[src/hdl/clsa_pkg.sv]
package clsa_pkg;

  // Filter window and sample geometry
  localparam int WINDOW_LOG2 = 6;
  localparam int SAMPLE_BITS = 8;
  localparam int RING_DEPTH  = 1 << WINDOW_LOG2;
  localparam int TABLE_DEPTH = 1 << SAMPLE_BITS;
  localparam int SUM_W       = SAMPLE_BITS + WINDOW_LOG2;

  localparam logic [SAMPLE_BITS-1:0] SAMPLE_MAX = '1;
  localparam logic [SUM_W-1:0]       SUM_RESET  = {SAMPLE_MAX, {WINDOW_LOG2{1'b0}}};

  // Request codes
  localparam logic [1:0] REQ_TICK  = 2'd0;
  localparam logic [1:0] REQ_TABLE = 2'd1;
  localparam logic [1:0] REQ_SET   = 2'd2;

  // Sensor modes
  localparam logic [1:0] MODE_MANUAL = 2'd0;
  localparam logic [1:0] MODE_FOLLOW = 2'd1;
  localparam logic [1:0] MODE_FILTER = 2'd2;

  // Register map: index = paddr[ADDR_W-1:2]
  localparam int ADDR_W = 5;
  localparam logic [2:0] REG_SENSOR_MODE = 3'd0;
  localparam logic [2:0] REG_MIN_LEVEL   = 3'd1;
  localparam logic [2:0] REG_MAX_LEVEL   = 3'd2;
  localparam logic [2:0] REG_CALIB_LOW   = 3'd3;
  localparam logic [2:0] REG_CALIB_HIGH  = 3'd4;

  // Reset values
  localparam logic [1:0] MODE_RESET      = MODE_FILTER;
  localparam logic [7:0] MIN_RESET       = 8'h35;
  localparam logic [7:0] MAX_RESET       = 8'hFF;
  localparam logic [7:0] CALIB_LOW_RESET = 8'h06;
  localparam logic [7:0] CALIB_HI_RESET  = 8'h13;
  localparam logic [7:0] HELD_RESET      = 8'hFF;

  typedef struct packed {
    logic [1:0] req_type;
    logic [7:0] raw_sample;
    logic       lights_on;
    logic [7:0] table_index;
    logic [7:0] table_value;
    logic [7:0] manual_level;
  } in_word_t;

  typedef struct packed {
    logic [7:0] level;
    logic [7:0] filtered_mean;
    logic       bright_enough;
  } out_word_t;

  typedef struct packed {
    logic [1:0] sensor_mode;
    logic [7:0] min_level;
    logic [7:0] max_level;
    logic [7:0] calib_low;
    logic [7:0] calib_high;
  } cfg_t;

endpackage

[src/hdl/clsa_if.sv]
// Input word channel
interface clsa_in_if;
  logic               valid;
  logic               ready;
  clsa_pkg::in_word_t payload;
  modport source (output valid, output payload, input ready);
  modport sink   (input valid, input payload, output ready);
endinterface

// Result word channel
interface clsa_out_if;
  logic                valid;
  logic                ready;
  clsa_pkg::out_word_t payload;
  modport source (output valid, output payload, input ready);
  modport sink   (input valid, input payload, output ready);
endinterface

[src/hdl/clsa_regs.sv]
module clsa_regs (
  input  logic                        clk_i,
  input  logic                        rst_ni,
  input  logic                        psel,
  input  logic                        penable,
  input  logic                        pwrite,
  input  logic [clsa_pkg::ADDR_W-1:0] paddr,
  input  logic [31:0]                 pwdata,
  output logic [31:0]                 prdata,
  output logic                        pready,
  output clsa_pkg::cfg_t              cfg_o
);

  logic       wr_en;
  logic [2:0] reg_idx;

  logic [1:0] mode_q;
  logic [7:0] min_q, max_q, cal_lo_q, cal_hi_q;

  assign pready  = 1'b1;
  assign wr_en   = psel & penable & pwrite;
  assign reg_idx = paddr[clsa_pkg::ADDR_W-1:2];

  // Register writes; indexes past the map are dropped
  always_ff @(posedge clk_i or negedge rst_ni) begin
    if (!rst_ni) begin
      mode_q   <= clsa_pkg::MODE_RESET;
      min_q    <= clsa_pkg::MIN_RESET;
      max_q    <= clsa_pkg::MAX_RESET;
      cal_lo_q <= clsa_pkg::CALIB_LOW_RESET;
      cal_hi_q <= clsa_pkg::CALIB_HI_RESET;
    end else if (wr_en) begin
      unique case (reg_idx)
        clsa_pkg::REG_SENSOR_MODE: mode_q   <= pwdata[1:0];
        clsa_pkg::REG_MIN_LEVEL:   min_q    <= pwdata[7:0];
        clsa_pkg::REG_MAX_LEVEL:   max_q    <= pwdata[7:0];
        clsa_pkg::REG_CALIB_LOW:   cal_lo_q <= pwdata[7:0];
        clsa_pkg::REG_CALIB_HIGH:  cal_hi_q <= pwdata[7:0];
        default: ;
      endcase
    end
  end

  // Read mux
  always_comb begin
    prdata = '0;
    unique case (reg_idx)
      clsa_pkg::REG_SENSOR_MODE: prdata = {30'd0, mode_q};
      clsa_pkg::REG_MIN_LEVEL:   prdata = {24'd0, min_q};
      clsa_pkg::REG_MAX_LEVEL:   prdata = {24'd0, max_q};
      clsa_pkg::REG_CALIB_LOW:   prdata = {24'd0, cal_lo_q};
      clsa_pkg::REG_CALIB_HIGH:  prdata = {24'd0, cal_hi_q};
      default:                   prdata = '0;
    endcase
  end

  assign cfg_o = '{sensor_mode: mode_q, min_level: min_q, max_level: max_q,
                   calib_low: cal_lo_q, calib_high: cal_hi_q};

endmodule

[src/hdl/calibrated_light_sensor_averager_unit.sv]
// A word accepted into stage 1 has its calibration table and sample ring reads
//   registered; the sum update then loads the output register.
// Throughput: one word per cycle while the output is not stalled; the table and
//   ring reads are followed by the running-sum read-modify-write.
// Reset (async, active low): registers, pointers and level to their defaults;
//   ring slots read as full scale until the pointer first wraps, no clearing pass.
module calibrated_light_sensor_averager_unit (
  input  logic                        clk_i,
  input  logic                        rst_ni,
  clsa_in_if.sink                     in_i,
  clsa_out_if.source                  out_o,
  input  logic                        psel,
  input  logic                        penable,
  input  logic                        pwrite,
  input  logic [clsa_pkg::ADDR_W-1:0] paddr,
  input  logic [31:0]                 pwdata,
  output logic [31:0]                 prdata,
  output logic                        pready
);

  localparam int SB = clsa_pkg::SAMPLE_BITS;
  localparam int WL = clsa_pkg::WINDOW_LOG2;
  localparam int SW = clsa_pkg::SUM_W;

  clsa_pkg::cfg_t cfg;

  clsa_regs u_regs (
    .clk_i   (clk_i),
    .rst_ni  (rst_ni),
    .psel    (psel),
    .penable (penable),
    .pwrite  (pwrite),
    .paddr   (paddr),
    .pwdata  (pwdata),
    .prdata  (prdata),
    .pready  (pready),
    .cfg_o   (cfg)
  );

  // Memories
  logic [SB-1:0] calib_mem [clsa_pkg::TABLE_DEPTH];
  logic [SB-1:0] ring_mem  [clsa_pkg::RING_DEPTH];

  logic          accept, rd_tick, table_we, ring_we;
  logic          s1_move;
  logic [SB-1:0] mapped_q, oldest_q;

  logic [WL-1:0] rd_ptr_q;
  logic          wrapped_q;

  logic               s1_valid_q, s1_filt_q, s1_old_ok_q;
  logic [WL-1:0]      s1_slot_q;
  clsa_pkg::in_word_t s1_word_q;

  logic [SW-1:0] sum_q, sum_d, sum_new;
  logic [7:0]    held_q, held_d;
  logic [SB-1:0] old_val;
  logic [7:0]    half;
  logic [8:0]    thresh;
  logic          bright;

  logic                out_valid_q;
  clsa_pkg::out_word_t out_word_q;

  // Handshake
  assign s1_move    = s1_valid_q & (~out_valid_q | out_o.ready);
  assign in_i.ready = ~s1_valid_q | s1_move;
  assign accept     = in_i.valid & in_i.ready;
  assign rd_tick    = accept & (in_i.payload.req_type == clsa_pkg::REQ_TICK) &
                      (cfg.sensor_mode == clsa_pkg::MODE_FILTER);
  assign table_we   = accept & (in_i.payload.req_type == clsa_pkg::REQ_TABLE);
  assign ring_we    = s1_move & s1_filt_q;

  // Calibration table: write on table word, read on filtered tick
  always_ff @(posedge clk_i) begin
    if (table_we) begin
      calib_mem[in_i.payload.table_index[SB-1:0]] <= in_i.payload.table_value[SB-1:0];
    end
    if (rd_tick) begin
      mapped_q <= calib_mem[in_i.payload.raw_sample[SB-1:0]];
    end
  end

  // Sample ring: oldest slot read at accept, new value written back from stage 1.
  // The write slot always trails the read pointer by one, so they never collide.
  always_ff @(posedge clk_i) begin
    if (ring_we) begin
      ring_mem[s1_slot_q] <= mapped_q;
    end
    if (rd_tick) begin
      oldest_q <= ring_mem[rd_ptr_q];
    end
  end

  // Ring pointer; slots count as written once the pointer has wrapped
  always_ff @(posedge clk_i or negedge rst_ni) begin
    if (!rst_ni) begin
      rd_ptr_q  <= '0;
      wrapped_q <= 1'b0;
    end else if (rd_tick) begin
      rd_ptr_q <= rd_ptr_q + 1'b1;
      if (rd_ptr_q == {WL{1'b1}}) begin
        wrapped_q <= 1'b1;
      end
    end
  end

  // Stage 1 control
  always_ff @(posedge clk_i or negedge rst_ni) begin
    if (!rst_ni) begin
      s1_valid_q <= 1'b0;
    end else if (accept) begin
      s1_valid_q <= 1'b1;
    end else if (s1_move) begin
      s1_valid_q <= 1'b0;
    end
  end

  // Stage 1 payload
  always_ff @(posedge clk_i) begin
    if (accept) begin
      s1_word_q   <= in_i.payload;
      s1_filt_q   <= rd_tick;
      s1_slot_q   <= rd_ptr_q;
      s1_old_ok_q <= wrapped_q;
    end
  end

  // Sum update, level select and window midpoint
  always_comb begin
    old_val = s1_old_ok_q ? oldest_q : clsa_pkg::SAMPLE_MAX;
    sum_new = sum_q - {{WL{1'b0}}, old_val} + {{WL{1'b0}}, mapped_q};
    half    = 8'(cfg.calib_high - cfg.calib_low) >> 1;
    thresh  = {1'b0, cfg.calib_low} + {1'b0, half};
    sum_d   = sum_q;
    held_d  = held_q;
    bright  = 1'b0;
    case (s1_word_q.req_type)
      clsa_pkg::REQ_TICK: begin
        if (s1_filt_q) begin
          sum_d  = sum_new;
          held_d = 8'(sum_new[SW-1:WL]);
        end else if (cfg.sensor_mode == clsa_pkg::MODE_FOLLOW) begin
          held_d = s1_word_q.lights_on ? cfg.min_level : cfg.max_level;
        end
        bright = ({1'b0, s1_word_q.raw_sample} >= thresh);
      end
      clsa_pkg::REQ_SET: held_d = s1_word_q.manual_level;
      default: ;
    endcase
  end

  always_ff @(posedge clk_i or negedge rst_ni) begin
    if (!rst_ni) begin
      sum_q  <= clsa_pkg::SUM_RESET;
      held_q <= clsa_pkg::HELD_RESET;
    end else if (s1_move) begin
      sum_q  <= sum_d;
      held_q <= held_d;
    end
  end

  // Output register
  always_ff @(posedge clk_i or negedge rst_ni) begin
    if (!rst_ni) begin
      out_valid_q <= 1'b0;
    end else if (s1_move) begin
      out_valid_q <= 1'b1;
    end else if (out_o.ready) begin
      out_valid_q <= 1'b0;
    end
  end

  always_ff @(posedge clk_i) begin
    if (s1_move) begin
      out_word_q <= '{level: held_d, filtered_mean: 8'(sum_d[SW-1:WL]),
                      bright_enough: bright};
    end
  end

  assign out_o.valid   = out_valid_q;
  assign out_o.payload = out_word_q;

endmodule

[src/flat_wrapper.sv]
// flat-port wrapper written by rule: the top's interface ports become plain ports
module calibrated_light_sensor_averager_unit_flat 
  (clk_i, rst_ni, psel, penable, pwrite, paddr, pwdata, prdata, pready, in_i_valid, in_i_payload, in_i_ready, out_o_valid, out_o_payload, out_o_ready);
  clsa_in_if in_i_i ();
  clsa_out_if out_o_i ();
  input  logic clk_i;
  input  logic rst_ni;
  input  logic psel;
  input  logic penable;
  input  logic pwrite;
  input  logic [clsa_pkg::ADDR_W-1:0] paddr;
  input  logic [31:0] pwdata;
  output logic [31:0] prdata;
  output logic pready;
  input wire logic [$bits(in_i_i.valid)-1:0] in_i_valid;
  input wire logic [$bits(in_i_i.payload)-1:0] in_i_payload;
  output wire logic [$bits(in_i_i.ready)-1:0] in_i_ready;
  output wire logic [$bits(out_o_i.valid)-1:0] out_o_valid;
  output wire logic [$bits(out_o_i.payload)-1:0] out_o_payload;
  input wire logic [$bits(out_o_i.ready)-1:0] out_o_ready;
  assign in_i_i.valid = in_i_valid;
  assign in_i_i.payload = in_i_payload;
  assign in_i_ready = in_i_i.ready;
  assign out_o_valid = out_o_i.valid;
  assign out_o_payload = out_o_i.payload;
  assign out_o_i.ready = out_o_ready;
  calibrated_light_sensor_averager_unit u_core (.clk_i(clk_i), .rst_ni(rst_ni), .in_i(in_i_i), .out_o(out_o_i), .psel(psel), .penable(penable), .pwrite(pwrite), .paddr(paddr), .pwdata(pwdata), .prdata(prdata), .pready(pready));
endmodule
[config.mk]
export PLATFORM = sky130hd
export DESIGN_NAME = calibrated_light_sensor_averager_unit_flat
export DESIGN_NICKNAME = d
export VERILOG_FILES = /design/src/hdl/clsa_pkg.sv /design/src/hdl/clsa_if.sv /design/src/hdl/clsa_regs.sv /design/src/hdl/calibrated_light_sensor_averager_unit.sv /design/src/flat_wrapper.sv
export SDC_FILE = /design/constraint.sdc
export NUM_CORES = 2
export LEC_CHECK = 0
export BUFFER_PORTS_ARGS = -buffer_cell sky130_fd_sc_hd__buf_4
export CAP_MARGIN = 10
export CORE_MARGIN = 3
export CORE_UTILIZATION = 50
export CTS_BUF_LIST = sky130_fd_sc_hd__clkbuf_8
export DETAILED_ROUTE_END_ITERATION = 6
export GPL_ROUTABILITY_DRIVEN = 0
export PLACE_DENSITY_LB_ADDON = 0.08
export SLEW_MARGIN = 20
export SYNTH_ARGS = -nofsm -noshare
export SYNTH_HDL_FRONTEND = slang
export SYNTH_HIERARCHICAL = 1
export SYNTH_SLANG_ARGS = --single-unit
[constraint.sdc]
create_clock -name clk_i -period 4.36 [get_ports clk_i]
set_input_delay 0.872 -clock clk_i [delete_from_list [all_inputs] [get_ports clk_i]]
set_output_delay 0.872 -clock clk_i [all_outputs]
set_load 0.01 [all_outputs]
---- Word level (Yosys, flattened, before mapping) ----
Memories as Yosys holds them, arrays and structs flattened. A register that Yosys moved wholly into a read port is not among the register bits.
Index checks and enable logic that the tools add are counted.
word-level totals
  memory bits (writable) .................. 2560
  memories kept ........................... 2
  register bits ........................... 109
memories
  memory            words  width  rd ports  clocked after memory_dff  wr ports  line                                         source
  u_core.calib_mem  256    8      1         1                         1         calibrated_light_sensor_averager_unit.sv:41  logic [SB-1:0] calib_mem [clsa_pkg::TABLE_DEPTH];
  u_core.ring_mem   64     8      1         1                         1         calibrated_light_sensor_averager_unit.sv:42  logic [SB-1:0] ring_mem [clsa_pkg::RING_DEPTH];
cells by class
  multiplexer cells ....................... 16
  add/subtract/negate cells ............... 5
  bitwise logic cells ..................... 12
  equal/unequal tests ..................... 9
  $lt $le $gt $ge ......................... 1
  reduce and logical (&&, ||, !) cells .... 12
operator list
  kind                                                  count
  one-hot mux 8 bit (5 select lines)                    1
  two-way mux 8 bit                                     4
  two-way mux 14 bit                                    2
  one-hot mux 8 bit (2 select lines)                    1
  adder 14 x 8 -> 14 bit                                1
  subtractor 14 x 8 -> 14 bit                           1
  AND reduction 2 bit                                   6
  adder 8 x 7 -> 9 bit                                  1
  >= comparator 8 x 9 -> 1 bit                          1
  AND 1 bit                                             8
  two-way mux 1 bit                                     8
  subtractor 8 bit                                      1
  adder 6 x 1 -> 6 bit (second input constant)          1
  equality test 3 x 2 -> 1 bit (second input constant)  2
  equality test 6 bit (second input constant)           1
  equality test 2 x 1 -> 1 bit (second input constant)  2
  equality test 2 bit (second input constant)           2
  zero test 2 bit                                       2
  nonzero test 2 bit                                    2
  equality test 3 x 1 -> 1 bit (second input constant)  1
  equality test 3 bit (second input constant)           1
  zero test 3 bit                                       1
  AND reduction 3 bit                                   1
  NOT 1 bit                                             2
  bitwise OR 1 bit                                      2

---- Depth between registers and ports, before layout ----
  word-level depth ........................ 8
  depth in mapped cells ................... 16
  mapped depth without buffers ............ 16

---- By module ----
The synthesis kept the hierarchy.
modules (own cells, without submodules)
  module                                 cells an instance  area an instance (um^2)  times used
  calibrated_light_sensor_averager_unit  4888               104121.1                 1
  clsa_regs                              138                1804.2                   1

---- Least setup slack after synthesis ----
Ideal clock, no wire load.
  path type ............................... flip-flop to flip-flop
  start ................................... register u_core.mapped_q[1], read port of u_core.calib_mem
  end ..................................... register u_core.out_word_q, in the netlist u_core/out_o.payload[16], data pin
  path slack .............................. 569 ps
  setup time .............................. 262 ps
  stages on the path, launching flop included .. 10
  path buffers ............................ 0
  arrival ................................. 3529 ps
  cells stage by stage .................... edfxtp_1 -> fa_1 -> ha_1 -> a211oi_1 -> o21ai_1 -> a2111oi_2 -> nor4_1 -> nor3_1 -> mux2i_1 -> nand2_1
on the way
  cells in the longest elaborated chain, start to end .. 3
ends and longest elaborated chain
  what                                line                                          source
  from (decl)                         calibrated_light_sensor_averager_unit.sv:46   logic [SB-1:0] mapped_q, oldest_q;
  adder 14 x 8 -> 14 bit              calibrated_light_sensor_averager_unit.sv:132  sum_new = sum_q - {{WL{1'b0}}, old_val} + {{WL{1'b0}}, mapped_q};
  two-way mux 8 bit                   calibrated_light_sensor_averager_unit.sv:140  if (s1_filt_q) begin
  one-hot mux 8 bit (2 select lines)  calibrated_light_sensor_averager_unit.sv:138  case (s1_word_q.req_type)
  via u_core.held_d[7]                calibrated_light_sensor_averager_unit.sv:56   logic [7:0] held_q, held_d;
  to (signal assigned)                calibrated_light_sensor_averager_unit.sv:176  out_word_q <= '{level: held_d, filtered_mean: 8'(sum_d[SW-1:WL]),
  to (decl)                           calibrated_light_sensor_averager_unit.sv:63   clsa_pkg::out_word_t out_word_q;
The timed path passes the listed nets, and every way through them passes these cells.
A chain may end at the register's enable or synchronous reset.

---- Worst setup path after layout ----
  start ................................... register u_core.u_regs.cal_lo_q[1]
  end ..................................... register u_core.out_word_q, in the netlist u_core/out_o.payload[0], data pin
on the way
  cells in the longest elaborated chain, start to end .. 3
ends and longest elaborated chain
  what                              line                                          source
  from (decl)                       clsa_regs.sv:18                               logic [7:0] min_q, max_q, cal_lo_q, cal_hi_q;
  from (signal assigned)            clsa_regs.sv:30                               cal_lo_q <= clsa_pkg::CALIB_LOW_RESET;
  from (signal assigned)            clsa_regs.sv:37                               clsa_pkg::REG_CALIB_LOW: cal_lo_q <= pwdata[7:0];
  subtractor 8 bit                  calibrated_light_sensor_averager_unit.sv:133  half = 8'(cfg.calib_high - cfg.calib_low) >> 1;
  adder 8 x 7 -> 9 bit (*)          calibrated_light_sensor_averager_unit.sv:134  thresh = {1'b0, cfg.calib_low} + {1'b0, half};
  >= comparator 8 x 9 -> 1 bit (*)  calibrated_light_sensor_averager_unit.sv:146  bright = ({1'b0, s1_word_q.raw_sample} >= thresh);
Every way passes the cells marked *; elsewhere a longest branch is shown, timed or not.

==> impl_metrics.toml <==
[cts]
numCtsBuffers = 443
clock-sinks = 2685
cts_buffer_depth = 4
insertion_delay_ns = 1.08
h-tree-depth = 5
cts_tree = "built"
cts-resized-gates = 0
clk_pin_slew_ns = 0.06
post_cts_buffers = 0
root_buffer = "clkbuf_8"

[min_path]
worstHoldStart = "in_i_payload[25]"
min_path_cells = 1
hold-path-endpoint = "u_core/s1_word_q[25]"
hold_path_class = "in -> reg"

[layout]
nFillCells = 15700
finish.utilization_pct = 57.6
area_growth_pct = 14.3
drive_gt1_share_pct = 31.4
final_area_um2 = 121000
nets = 5950

[pwr]
powerDensity_nw_per_um2 = 453
power.total_mw = 54.8
p_leak_nw = 39.8
irDropWorstVdd_v = 0.000368

[synthesis]
synth_seq_cells = 2685
synth_ff_type = "edfxtp_1"
async_reset_ff_share_pct = 2.42
ys_warn_count = 6
syn_inst = 5026
syn_avg_cell_area_um2 = 21.1
synth_edf_count = 2620
syn_area_um2 = 106000
synth_seq_area_share_pct = 75.9
yosysUniqueCellTypes = 74

[critical_path]
reg2reg_from = "u_core/u_regs/cal_lo_q[1]"
worstPathMaxFanout = 4
critPathTopFamily = "compound AO/OA/AOI/OAI gates"
start_kind = "register"
cp.required_ns = 5.15
reg2reg_setup_slack_ns = 0.49
rr_endpoint = "u_core/out_o.payload[0]"
crit_slowest_cell = "dfstp_2"
rr_worst_depth = 15
crit_path_end_kind = "register"
arrival_ns = 4.66
crit_path_cell_trace = "inv_1 -> fa_1 -> a21oi_1 -> nor2_1 -> nor2_1 -> xnor2_1 -> ha_1 -> a221oi_1 -> nor2b_1 -> o21ai_0 -> nand2b_1 -> xnor2_1 -> ha_1 -> a2111oi_0 -> a211oi_1"
path_class = "reg -> reg"
critical_path_buf_inv_count = 1
max_stage_delay_ns = 0.57

[run_status]
outcome = "completed"

[sta]
timing.fmax_ghz = 0.258
tns_ns = 0
slew_viol_final = 0
max_slew_margin_pct = 22.5
whs_ns = 0.160
fin_crit_sh_pct = 88.8
fin_skew_ns = 0.0376
tightest_slew_ns = 1.16
fin_crit_ns = 3.87
hold_viol = 0
rsz0062_at_grt = "no"
setup_viol = 0

[global_route]
grt-ovfl-total = 0
grt_pass1_vias = 53700
grt_max_degree = 135
track_usage_pct = 23.7
grt_pass1_wl_mm = 374
antenna_found_initial = 12

[route]
drt-wirelength-per-cell_um = 28.5
ant_nets = 0
drtIter0Drc = 5345
wl_mm = 255
first_pass_iters = 5
drc_errors = 0
via_per_inst = 5.85
num_vias = 52500

[floorplan]
pin_count = 131
dieWidth_um = 466
core_area_um2 = 210000
start_util_pct = 50.4
rows = 168
die_height_um = 466
die_area_um2 = 217000

[placement]
port_buffers = 79
dpl_cell_area_um2 = 113000
dp_hpwl_mm = 155

[job]
drv_cap = 0
## cell type report
class	instances	area, um^2	share of cell area [%]
well taps	2805	3510	2.90
multi-input cells	2030	23900	19.8
repair buffers	628	5240	4.32
flip-flops and latches	2685	80400	66.4
diodes	13	32.5	0.0269
clock buffers	458	6300	5.21
clock inverters	316	1570	1.30
inverters	36	135	0.112
## how the worst max path moves through the flow
stage / start / to / cells after the start
6_report: u_core/u_regs/cal_lo_q[1] / u_core/out_o.payload[0] / 15
5_1_grt: u_core/u_regs/cal_lo_q[1] / u_core/out_o.payload[0] / 15
4_1_cts: u_core/u_regs/cal_lo_q[1] / u_core/out_o.payload[0] / 15
3_5_place_dp: in_i_payload[25] / u_core/mapped_q[2] / 9
3_3_place_gp: in_i_payload[25] / u_core/mapped_q[2] / 9
2_1_floorplan: u_core/mapped_q[1] / u_core/out_o.payload[16] / 9
## cells by family after synthesis
family                     count (synthesis)  share of synthesized area [%]
xor gates and xnor gates                  30                          0.248
buffers and inverters                    334                           1.70
adders and majority gates                 47                          0.626
muxes                                    929                           16.6
and+or+nand+nor                          651                           2.67
AOI/OAI and AO/OA                        348                           2.29
DFF                                     2685                           75.9
other                                      2                        0.00709
## routing by layer
layer / routed length [um] / track usage, %
met4: 5760 / 6.43
met3: 16000 / 4.02
met5: 0 / 0
met1: 109000 / 34.3
met2: 125000 / 37.7
## sequential cells by signal, indices dropped and copies added, names as in the netlist, 2 cells and up
signal	count
u_core/mapped_q	8
u_core/u_regs/min_q	8
u_core/calib_mem	2048
u_core/s1_slot_q	6
u_core/u_regs/max_q	8
u_core/sum_q	14
u_core/ring_mem	512
u_core/held_q	8
u_core/u_regs/cal_hi_q	8
u_core/s1_word_q	19
u_core/u_regs/cal_lo_q	8
u_core/rd_ptr_q	6
u_core/u_regs/mode_q	2
u_core/out_o.payload	17
u_core/oldest_q	8
## power by group
part | internal, mW | total, mW | switching (mW)
logic | 2.70 | 6.00 | 3.30
registers | 28.6 | 28.9 | 0.260
clock network | 10.3 | 19.9 | 9.62
## cells in the mapped netlist, types with 10 or more instances
cell,count,area share [%]
edfxtp_1,2620,74
mux4_2,644,14
nor2_1,361,1.3
mux2i_1,185,1.7
nand2_1,147,0.52
clkbuf_1,127,0.45
o22ai_1,84,0.50
mux2_2,83,0.88
buf_2,65,0.31
buf_4,63,0.45
a21oi_1,49,0.23
o221ai_1,49,0.41
a211oi_1,46,0.33
nand3_1,44,0.21
ha_1,37,0.44
inv_1,35,0.12
dfstp_2,34,0.84
dfrtp_1,31,0.73
o21ai_0,30,0.14
nor2b_1,22,0.13
buf_6,19,0.20
a221oi_1,18,0.15
buf_1,18,0.064
nand2b_1,17,0.10
xnor2_1,16,0.13
a22oi_1,15,0.11
xor2_1,14,0.12
a21o_1,13,0.092
and3_1,11,0.065
fa_1,10,0.19
nor3_1,10,0.047
## metrics by stage
| stage | setup WS, ns | cells |
|---|---|---|
| after floorplan | 0.569 | 5049 |
| after global placement | 0.329 | 8162 |
| after detailed placement | 0.320 | 8162 |
| after CTS | 0.448 | 8958 |
| after global routing | 0.0567 | 8967 |
| final | 0.490 | 8971 |
## placed cells by master (no fill, tap or decap), types with 31 or more instances in the layout
| master | synthesis | final |
|---|---|---|
| o22ai_1 | 84 | 84 |
| nand2_1 | 147 | 138 |
| mux2i_1 | 185 | 185 |
| ha_1 | 37 | 37 |
| buf_12 | 3 | 31 |
| clkinv_2 | 0 | 53 |
| clkinv_1 | 1 | 120 |
| buf_4 | 63 | 564 |
| a211oi_1 | 46 | 46 |
| mux4_2 | 644 | 644 |
| nor2_1 | 361 | 360 |
| nand3_1 | 44 | 38 |
| dfstp_2 | 34 | 34 |
| clkbuf_8 | 0 | 458 |
| edfxtp_1 | 2620 | 2620 |
| mux2_2 | 83 | 83 |
| inv_1 | 35 | 162 |
| o221ai_1 | 49 | 49 |
| a21oi_1 | 49 | 49 |
## what timing repair did
action / CTS / global route
hold buffers: 22 / 0
setup endpoints to repair: 0 / 0
hold endpoints to repair: 76 / 0
Note: power is estimated with default switching activity, not from simulation.
